[src/hw/rtl/spq_pkg.sv]
// Shared types, constants and codes for the sorted priority queue.
// No dependencies; imported by spq_cell, sorted_priority_queue_top and the bench.
`default_nettype none

package spq_pkg;

    localparam int CAPACITY = 16;
    localparam int CNT_W    = $clog2(CAPACITY + 1);
    localparam int VALUE_W  = 32;
    localparam int PRIO_W   = 16;
    localparam int STATUS_W = 2;
    localparam int OCC_W    = 5;
    localparam int IN_DATA_W  = 48;
    localparam int OUT_DATA_W = 40;

    // command codes
    localparam logic CMD_ENQ = 1'b0;
    localparam logic CMD_DEQ = 1'b1;

    // status codes
    localparam logic [STATUS_W-1:0] ST_DONE  = 2'd0;
    localparam logic [STATUS_W-1:0] ST_EMPTY = 2'd1;
    localparam logic [STATUS_W-1:0] ST_FULL  = 2'd2;

    typedef struct packed {
        logic signed [VALUE_W-1:0] value;
        logic        [PRIO_W-1:0]  prio;
    } t_entry;

    // broadcast to every cell of the chain
    typedef struct packed {
        logic   enq;
        logic   deq;
        t_entry item;
    } t_cmd;

endpackage

`default_nettype wire

[src/hw/rtl/spq_cell.sv]
// One slot of the sorted chain: holds one value/priority pair.
// Depends on spq_pkg (t_entry, t_cmd).
`default_nettype none

module spq_cell
    import spq_pkg::*;
(
    input  wire  i_clk,
    input  t_cmd i_cmd,
    input  wire  i_occupied,   // this slot is below the entry count
    input  t_entry i_left,     // entry of the slot nearer the head
    input  wire  i_left_wants, // slot nearer the head also moves on enqueue
    input  t_entry i_right,    // entry of the slot nearer the tail
    output t_entry o_entry,
    output logic o_wants
);

    t_entry r_entry;
    t_entry n_entry;

    // a slot moves on enqueue if it is free or holds a strictly lower priority
    assign o_wants = !i_occupied || (r_entry.prio < i_cmd.item.prio);
    assign o_entry = r_entry;

    always_comb begin
        n_entry = r_entry;
        if (i_cmd.enq && o_wants) begin
            n_entry = i_left_wants ? i_left : i_cmd.item;
        end else if (i_cmd.deq) begin
            n_entry = i_right;
        end
    end

    always_ff @(posedge i_clk) begin
        r_entry <= n_entry;
    end

endmodule

`default_nettype wire

[src/hw/rtl/sorted_priority_queue_top.sv]
// Top level of the sorted priority queue: stream ports, entry count, result register.
// Depends on spq_pkg and spq_cell.
`default_nettype none

// Sorted priority queue of CAPACITY value/priority pairs, highest priority at the
// head, equal priorities served in arrival order. Each input item is an enqueue
// (tuser 0) or a dequeue (tuser 1); each gives exactly one result item with a
// status, the dequeued value (0 when none) and the occupancy after the item.
// The block takes one item per clock cycle while results are drained, and its result
// appears in the output register on the next cycle. That rate is set by the chain of
// slot cells: every cell compares its priority with the new one in parallel, and
// all cells shift toward the tail or the head together. The input is ready whenever
// the output register is empty or being drained, so the input stalls while a result
// waits and moves again in the cycle that result is taken. An enqueue at capacity is
// dropped with status full; a dequeue on an empty queue reports status empty.
// Reset empties the queue; slot contents are not cleared.

module sorted_priority_queue_top
    import spq_pkg::*;
(
    input  wire                   i_clk,
    input  wire                   i_rst_n,
    // input items
    input  wire                   i_s_axis_tvalid,
    output logic                  o_s_axis_tready,
    input  wire  [IN_DATA_W-1:0]  i_s_axis_tdata,  // [31:0] item_value, [47:32] item_priority
    input  wire                   i_s_axis_tuser,  // [0] command
    // result items
    output logic                  o_m_axis_tvalid,
    input  wire                   i_m_axis_tready,
    output logic [OUT_DATA_W-1:0] o_m_axis_tdata,  // [31:0] head_value, [36:32] occupancy
    output logic [STATUS_W-1:0]   o_m_axis_tuser   // [1:0] status
);

    logic accept;
    logic full;
    logic empty;
    t_cmd cmd;

    logic [CNT_W-1:0] r_count;
    logic [CNT_W-1:0] n_count;

    logic                      r_out_valid;
    logic [STATUS_W-1:0]       r_status;
    logic [STATUS_W-1:0]       n_status;
    logic signed [VALUE_W-1:0] r_head;
    logic signed [VALUE_W-1:0] n_head;
    logic [OCC_W-1:0]          r_occ;

    t_entry               w_entry [CAPACITY];
    logic [CAPACITY-1:0]  w_wants;

    // accept while the result register is free or drains this cycle
    assign o_s_axis_tready = !r_out_valid || i_m_axis_tready;
    assign accept = i_s_axis_tvalid && o_s_axis_tready;

    assign full  = (r_count == CNT_W'(CAPACITY));
    assign empty = (r_count == '0);

    assign cmd.item.value = i_s_axis_tdata[VALUE_W-1:0];
    assign cmd.item.prio  = i_s_axis_tdata[VALUE_W+PRIO_W-1:VALUE_W];
    assign cmd.enq = accept && (i_s_axis_tuser == CMD_ENQ) && !full;
    assign cmd.deq = accept && (i_s_axis_tuser == CMD_DEQ) && !empty;

    // slot chain: cell 0 is the head
    genvar gi;
    generate
        for (gi = 0; gi < CAPACITY; gi++) begin : g_cell
            t_entry left_entry;
            t_entry right_entry;
            logic   left_wants;

            if (gi == 0) begin : g_head
                assign left_entry = cmd.item;
                assign left_wants = 1'b0;
            end else begin : g_mid
                assign left_entry = w_entry[gi-1];
                assign left_wants = w_wants[gi-1];
            end

            if (gi == CAPACITY - 1) begin : g_tail
                // the tail slot becomes free on dequeue; its contents do not matter
                assign right_entry = cmd.item;
            end else begin : g_inner
                assign right_entry = w_entry[gi+1];
            end

            spq_cell u_cell (
                .i_clk        (i_clk),
                .i_cmd        (cmd),
                .i_occupied   (CNT_W'(gi) < r_count),
                .i_left       (left_entry),
                .i_left_wants (left_wants),
                .i_right      (right_entry),
                .o_entry      (w_entry[gi]),
                .o_wants      (w_wants[gi])
            );
        end
    endgenerate

    // result and next count
    always_comb begin
        n_count  = r_count;
        n_status = ST_DONE;
        n_head   = '0;
        if (i_s_axis_tuser == CMD_ENQ) begin
            if (full) begin
                n_status = ST_FULL;
            end else begin
                n_count = r_count + 1'b1;
            end
        end else begin
            if (empty) begin
                n_status = ST_EMPTY;
            end else begin
                n_count = r_count - 1'b1;
                n_head  = w_entry[0].value;
            end
        end
    end

    always_ff @(posedge i_clk) begin
        if (!i_rst_n) begin
            r_count     <= '0;
            r_out_valid <= 1'b0;
        end else begin
            if (accept) begin
                r_count     <= n_count;
                r_out_valid <= 1'b1;
            end else if (i_m_axis_tready) begin
                r_out_valid <= 1'b0;
            end
        end
    end

    // hold the payload while a result waits
    always_ff @(posedge i_clk) begin
        if (accept) begin
            r_status <= n_status;
            r_head   <= n_head;
            r_occ    <= OCC_W'(n_count);
        end
    end

    assign o_m_axis_tvalid = r_out_valid;
    assign o_m_axis_tuser  = r_status;
    assign o_m_axis_tdata  = {{(OUT_DATA_W - VALUE_W - OCC_W){1'b0}}, r_occ, r_head};

`ifndef SYNTHESIS
    a_count_bound: assert property (@(posedge i_clk) disable iff (!i_rst_n)
        r_count <= CNT_W'(CAPACITY))
        else $error("entry count above capacity");

    a_full_drop: assert property (@(posedge i_clk) disable iff (!i_rst_n)
        accept && (i_s_axis_tuser == CMD_ENQ) && full
        |=> (r_status == ST_FULL) && $stable(r_count))
        else $error("enqueue at capacity changed the queue");

    a_empty_hold: assert property (@(posedge i_clk) disable iff (!i_rst_n)
        accept && (i_s_axis_tuser == CMD_DEQ) && empty
        |=> (r_status == ST_EMPTY) && (r_count == '0))
        else $error("dequeue on empty queue changed the queue");

    a_zero_head: assert property (@(posedge i_clk) disable iff (!i_rst_n)
        r_out_valid && (r_status != ST_DONE) |-> (r_head == '0))
        else $error("failed item returned a nonzero value");
`endif

endmodule

`default_nettype wire

[config.mk]
export PLATFORM = sky130hd
export DESIGN_NAME = sorted_priority_queue_top
export DESIGN_NICKNAME = d
export VERILOG_FILES = /design/src/hw/rtl/spq_pkg.sv /design/src/hw/rtl/spq_cell.sv /design/src/hw/rtl/sorted_priority_queue_top.sv
export SDC_FILE = /design/constraint.sdc
export NUM_CORES = 2
export LEC_CHECK = 0
export ABC_AREA = 1
export BUFFER_PORTS_ARGS = -buffer_cell sky130_fd_sc_hd__clkbuf_2
export CORE_ASPECT_RATIO = 0.9
export CORE_MARGIN = 5
export CORE_UTILIZATION = 45
export DETAILED_ROUTE_END_ITERATION = 8
export MAX_ROUTING_LAYER = met4
export PLACE_DENSITY = 0.67
export SLEW_MARGIN = 20
export SYNTH_ARGS = -nofsm -noshare
export SYNTH_HDL_FRONTEND = slang
export SYNTH_SLANG_ARGS = --single-unit
[constraint.sdc]
create_clock -name i_clk -period 6.7 [get_ports i_clk]
set_clock_uncertainty 0.2 [all_clocks]
set_input_delay 1.34 -clock i_clk [delete_from_list [all_inputs] [get_ports i_clk]]
set_output_delay 1.34 -clock i_clk [all_outputs]
set_load 0.01 [all_outputs]
==> metrics.md <==
| Metric | Value |
|---|---|
| Skew-Pair Late Insertion Delay | 0.69 ns |
| Hold depth | 2 |
| CTS Sinks | 813 |
| Worst slew pin tran | 1.12 ns |
| Fmax | 0.208 GHz |
| Final RePlAce weighted congestion | 0.905 |
| Setup TNS | 0 ns |
| Worst EP required | 7.05 ns |
| Hold Crit Class | flip-flop to flip-flop |
| RSZ-0062 raised after global routing | false |
| CTS tree | yes |
| CTS Buf Count | 96 |
| Combinational share of power | 24.1% |
| Area Growth Syn to Fin | 7.94% |
| Routed Antenna Nets | 0 |
| Register area share after synthesis | 48.0% |
| TritonRoute pass-1 iters | 8 |
| Drt drc | 0 |
| Startpoint types | primary input |
| YS warnings | 0 |
| WHS Endpoint | g_cell[14].u_cell.o_entry[20] |
| Worst flop-to-flop path endpoint | g_cell[2].u_cell.o_entry[11] |
| Switch Pwr | 5.44 mW |
| CP max-delay cell | inv_2 |
| WP buf/inv | 7 |
| Sw frac | 34.0% |
| Port Buffer Count | 93 |
| Hpwl dp | 105000 µm |
| Top delay family on crit path | buffers and inverters |
| Fin. max-slew vios | 0 |
| I/O Pins | 97 |
| Final non-filler cell total | 8153 |
| Hold_buf cts | 0 |
| Slowest Stage Delay on Critical Path | 0.65 ns |
| Die area | 120000 µm² |
| Initial antenna violation count | 13 |
| GRT overflow | 0 |
| Via/cell ratio | 5.39 |
| CP max FO | 49 |
| H-tree levels | 3 |
| Pleak | 26.8 nW |
| Starting Density | 45.5% |
| FF-to-FF setup slack | 2.37 ns |
| Cell Count Post-Placement | 7964 |
| Drt total wl | 155000 µm |
| Peak supply drop | 0.219 mV |
| CP Cell Sequence | clkbuf_2, inv_1, buf_4, ha_1, nand2_1, inv_1, nand2_1, nand2_1, nand2_1, nand2_1, nand2_1, nand2_1, nand2_1, buf_4, nand2_2, buf_4, inv_2, nand2_1, nand2_1 |
| Period utilization | 71.7% |
| Avg Cell Area, Syn | 7.47 µm² |
| Final hold vios | 0 |
| Worst path arrival time | 5.15 ns |
| Status | completed |
| Max-cap viol count | 0 |
| WL/cell | 19.0 µm |
| Core Region | 112000 µm² |
| Die Ht | 329 µm |
| Slew headroom | 25.2% |
| Highest-count cells in the layout ignoring fill and taps | nand2_1 (3957), edfxtp_1 (807), nand3_1 (793), ha_1 (243), inv_1 (139) |
| Utilization after layout | 49.1% |
| Worst R2R Path Depth | 9 |
| Commonest non-fill, non-tap cell in the layout | nand2_1 |
| Clk Tree Root Cell | clkbuf_16 |
| RR Startpoint | r_count[4] |
| WS Path Type | primary input to flip-flop |
| Via count | 43951 |
| Fraction of layout cells with a size suffix above 1 | 5.91% |
| # setup viols final | 0 |
| CP Capture Type | flip-flop |
| Tot GR Track Use | 25.9% |
| PostCTS Resize Cnt | 0 |
| Mapped cell area | 50700 µm² |
| Largest net degree at the start of global routing | 81 |
| Detailed Route Iter0 Violations | 4690 |
| Internal | 10.6 mW |
| Distinct cells, synth | 32 |
| Clock transition at path regs | 0.06 ns |
| Post-CTS Repair Setup Buffers | 0 |
| Cell Rows | 116 |
| Reg power frac | 43.7% |
| Chip Width | 364 µm |
| Flops & latches, synth | 813 |
| Vias in the first global route | 41225 |
| Most used cell, CP | nand2_1 |
| Worst-case clock buffer depth | 3 |
| Final #Nets | 6883 |
| PD cells | 292 nW/µm² |
| Clk pwr share | 32.2% |
| First-pass GRT wire length | 242000 µm |
| Cells after Synth | 6789 |
| HP Start | g_cell[15].u_cell.o_entry[20] |
| Crit path time final | 4.80 ns |
[cell usage after synthesis]
library cell	n	area share, %
buf_1	64	0.47
o21a_1	13	0.19
buf_4	66	0.98
a31o_2	1	0.017
edfxtp_1	807	48
a21oi_2	1	0.017
nor2_2	1	0.012
o211ai_1	1	0.015
inv_2	22	0.16
dfxtp_1	6	0.24
a21o_1	1	0.015
nand3_1	793	7.8
nand2_2	14	0.17
o21ai_0	33	0.33
buf_2	160	1.6
a31oi_1	12	0.15
o21ai_1	17	0.17
nand2_1	3980	29
o31ai_1	1	0.015
conb_1	1	0.0074
nor3_1	7	0.069
a211oi_1	1	0.015
xor2_1	1	0.017
inv_1	140	1.0
clkbuf_1	207	1.5
nor2_1	83	0.61
xnor2_1	1	0.017
ha_1	243	6.0
a31oi_2	1	0.025
nand4_1	2	0.025
nor2_4	2	0.044
a21oi_1	107	1.1
[layer usage]
layer / share of wire, % / up-vias / track usage (%)
li1: - / 21544 / -
met4: 2.2 / 0 / 7.03
met3: 9.8 / 222 / 4.48
met1: 45 / 20156 / 36.5
met2: 43 / 2029 / 38.9
met5: 0 / - / -
[final cells by class]
class                   instances  area [µm²]
diodes                         11        27.5
clock buffers                 127        2540
clock inverters                51         485
fillers                     10862       56800
inverters                     162         608
multi-input cells            5319       23600
flip-flops and latches        813       24400
well taps                    1475        1850
repair buffers                195        1280
[how the worst max path moves through the flow]
stage               slack, ns  cells after the start                from                           end
floorplan                1.50                     15  i_s_axis_tdata[45]   g_cell[0].u_cell.o_entry[0]
global placement         1.27                     14  i_s_axis_tdata[37]  g_cell[6].u_cell.o_entry[39]
detailed placement       1.20                     14  i_s_axis_tdata[37]  g_cell[6].u_cell.o_entry[36]
CTS                      1.91                     14  i_s_axis_tdata[37]  g_cell[6].u_cell.o_entry[13]
global route             1.57                     19  i_s_axis_tdata[35]  g_cell[8].u_cell.o_entry[17]
finish                   1.90                     19  i_s_axis_tdata[35]  g_cell[8].u_cell.o_entry[12]
[registers in the layout, indices dropped and copies added, names as in the netlist]
register               count
g_cell.u_cell.o_entry    768
r_head                    32
r_count                    5
r_occ                      5
o_m_axis_tuser             2
o_m_axis_tvalid            1
[stage by stage]
stage / hold slack [ns] / area, µm² / setup slack, ns / total power [mW]
6_report: 0.318 / 54800 / 1.90 / 16.0
3_3_place_gp: 0.297 / 51700 / 1.27 / 10.8
4_1_cts: 0.313 / 54700 / 1.91 / 16.0
2_1_floorplan: 0.294 / 50700 / 1.50 / 9.73
3_5_place_dp: 0.301 / 51700 / 1.20 / 10.9
5_1_grt: 0.322 / 54800 / 1.57 / 16.8
[kinds of logic after synthesis]
| kind of cell | Yosys count | synth area share, % |
|---|---|---|
| XOR/XNOR | 2 | 0.0345 |
| AO/OA/AOI/OAI | 189 | 2.01 |
| flip-flops | 813 | 48.0 |
| adder cells (fa/ha/maj) | 243 | 5.99 |
| other | 1 | 0.00739 |
| AND/OR/NAND/NOR | 4882 | 38.2 |
| buffers and inverters | 659 | 5.76 |
[power by group through the flow]
stage	combinational [mW]	clock (mW)	sequential [mW]
after floorplan	2.81	0	6.92
after global placement	3.73	0	7.07
after detailed placement	3.81	0	7.07
after CTS	3.82	5.22	6.98
after global routing	4.36	5.43	7.05
final	3.86	5.15	6.99
[worst register-to-register path: cells and delay by family, from the launching register on]
| kind | cells | cell delay [ns] |
|---|---|---|
| buffers and inverters | 3 | 1.60 |
| flip-flops | 1 | 0.57 |
| AND/OR/NAND/NOR | 6 | 1.67 |
Note: power is estimated with default switching activity, not from simulation.
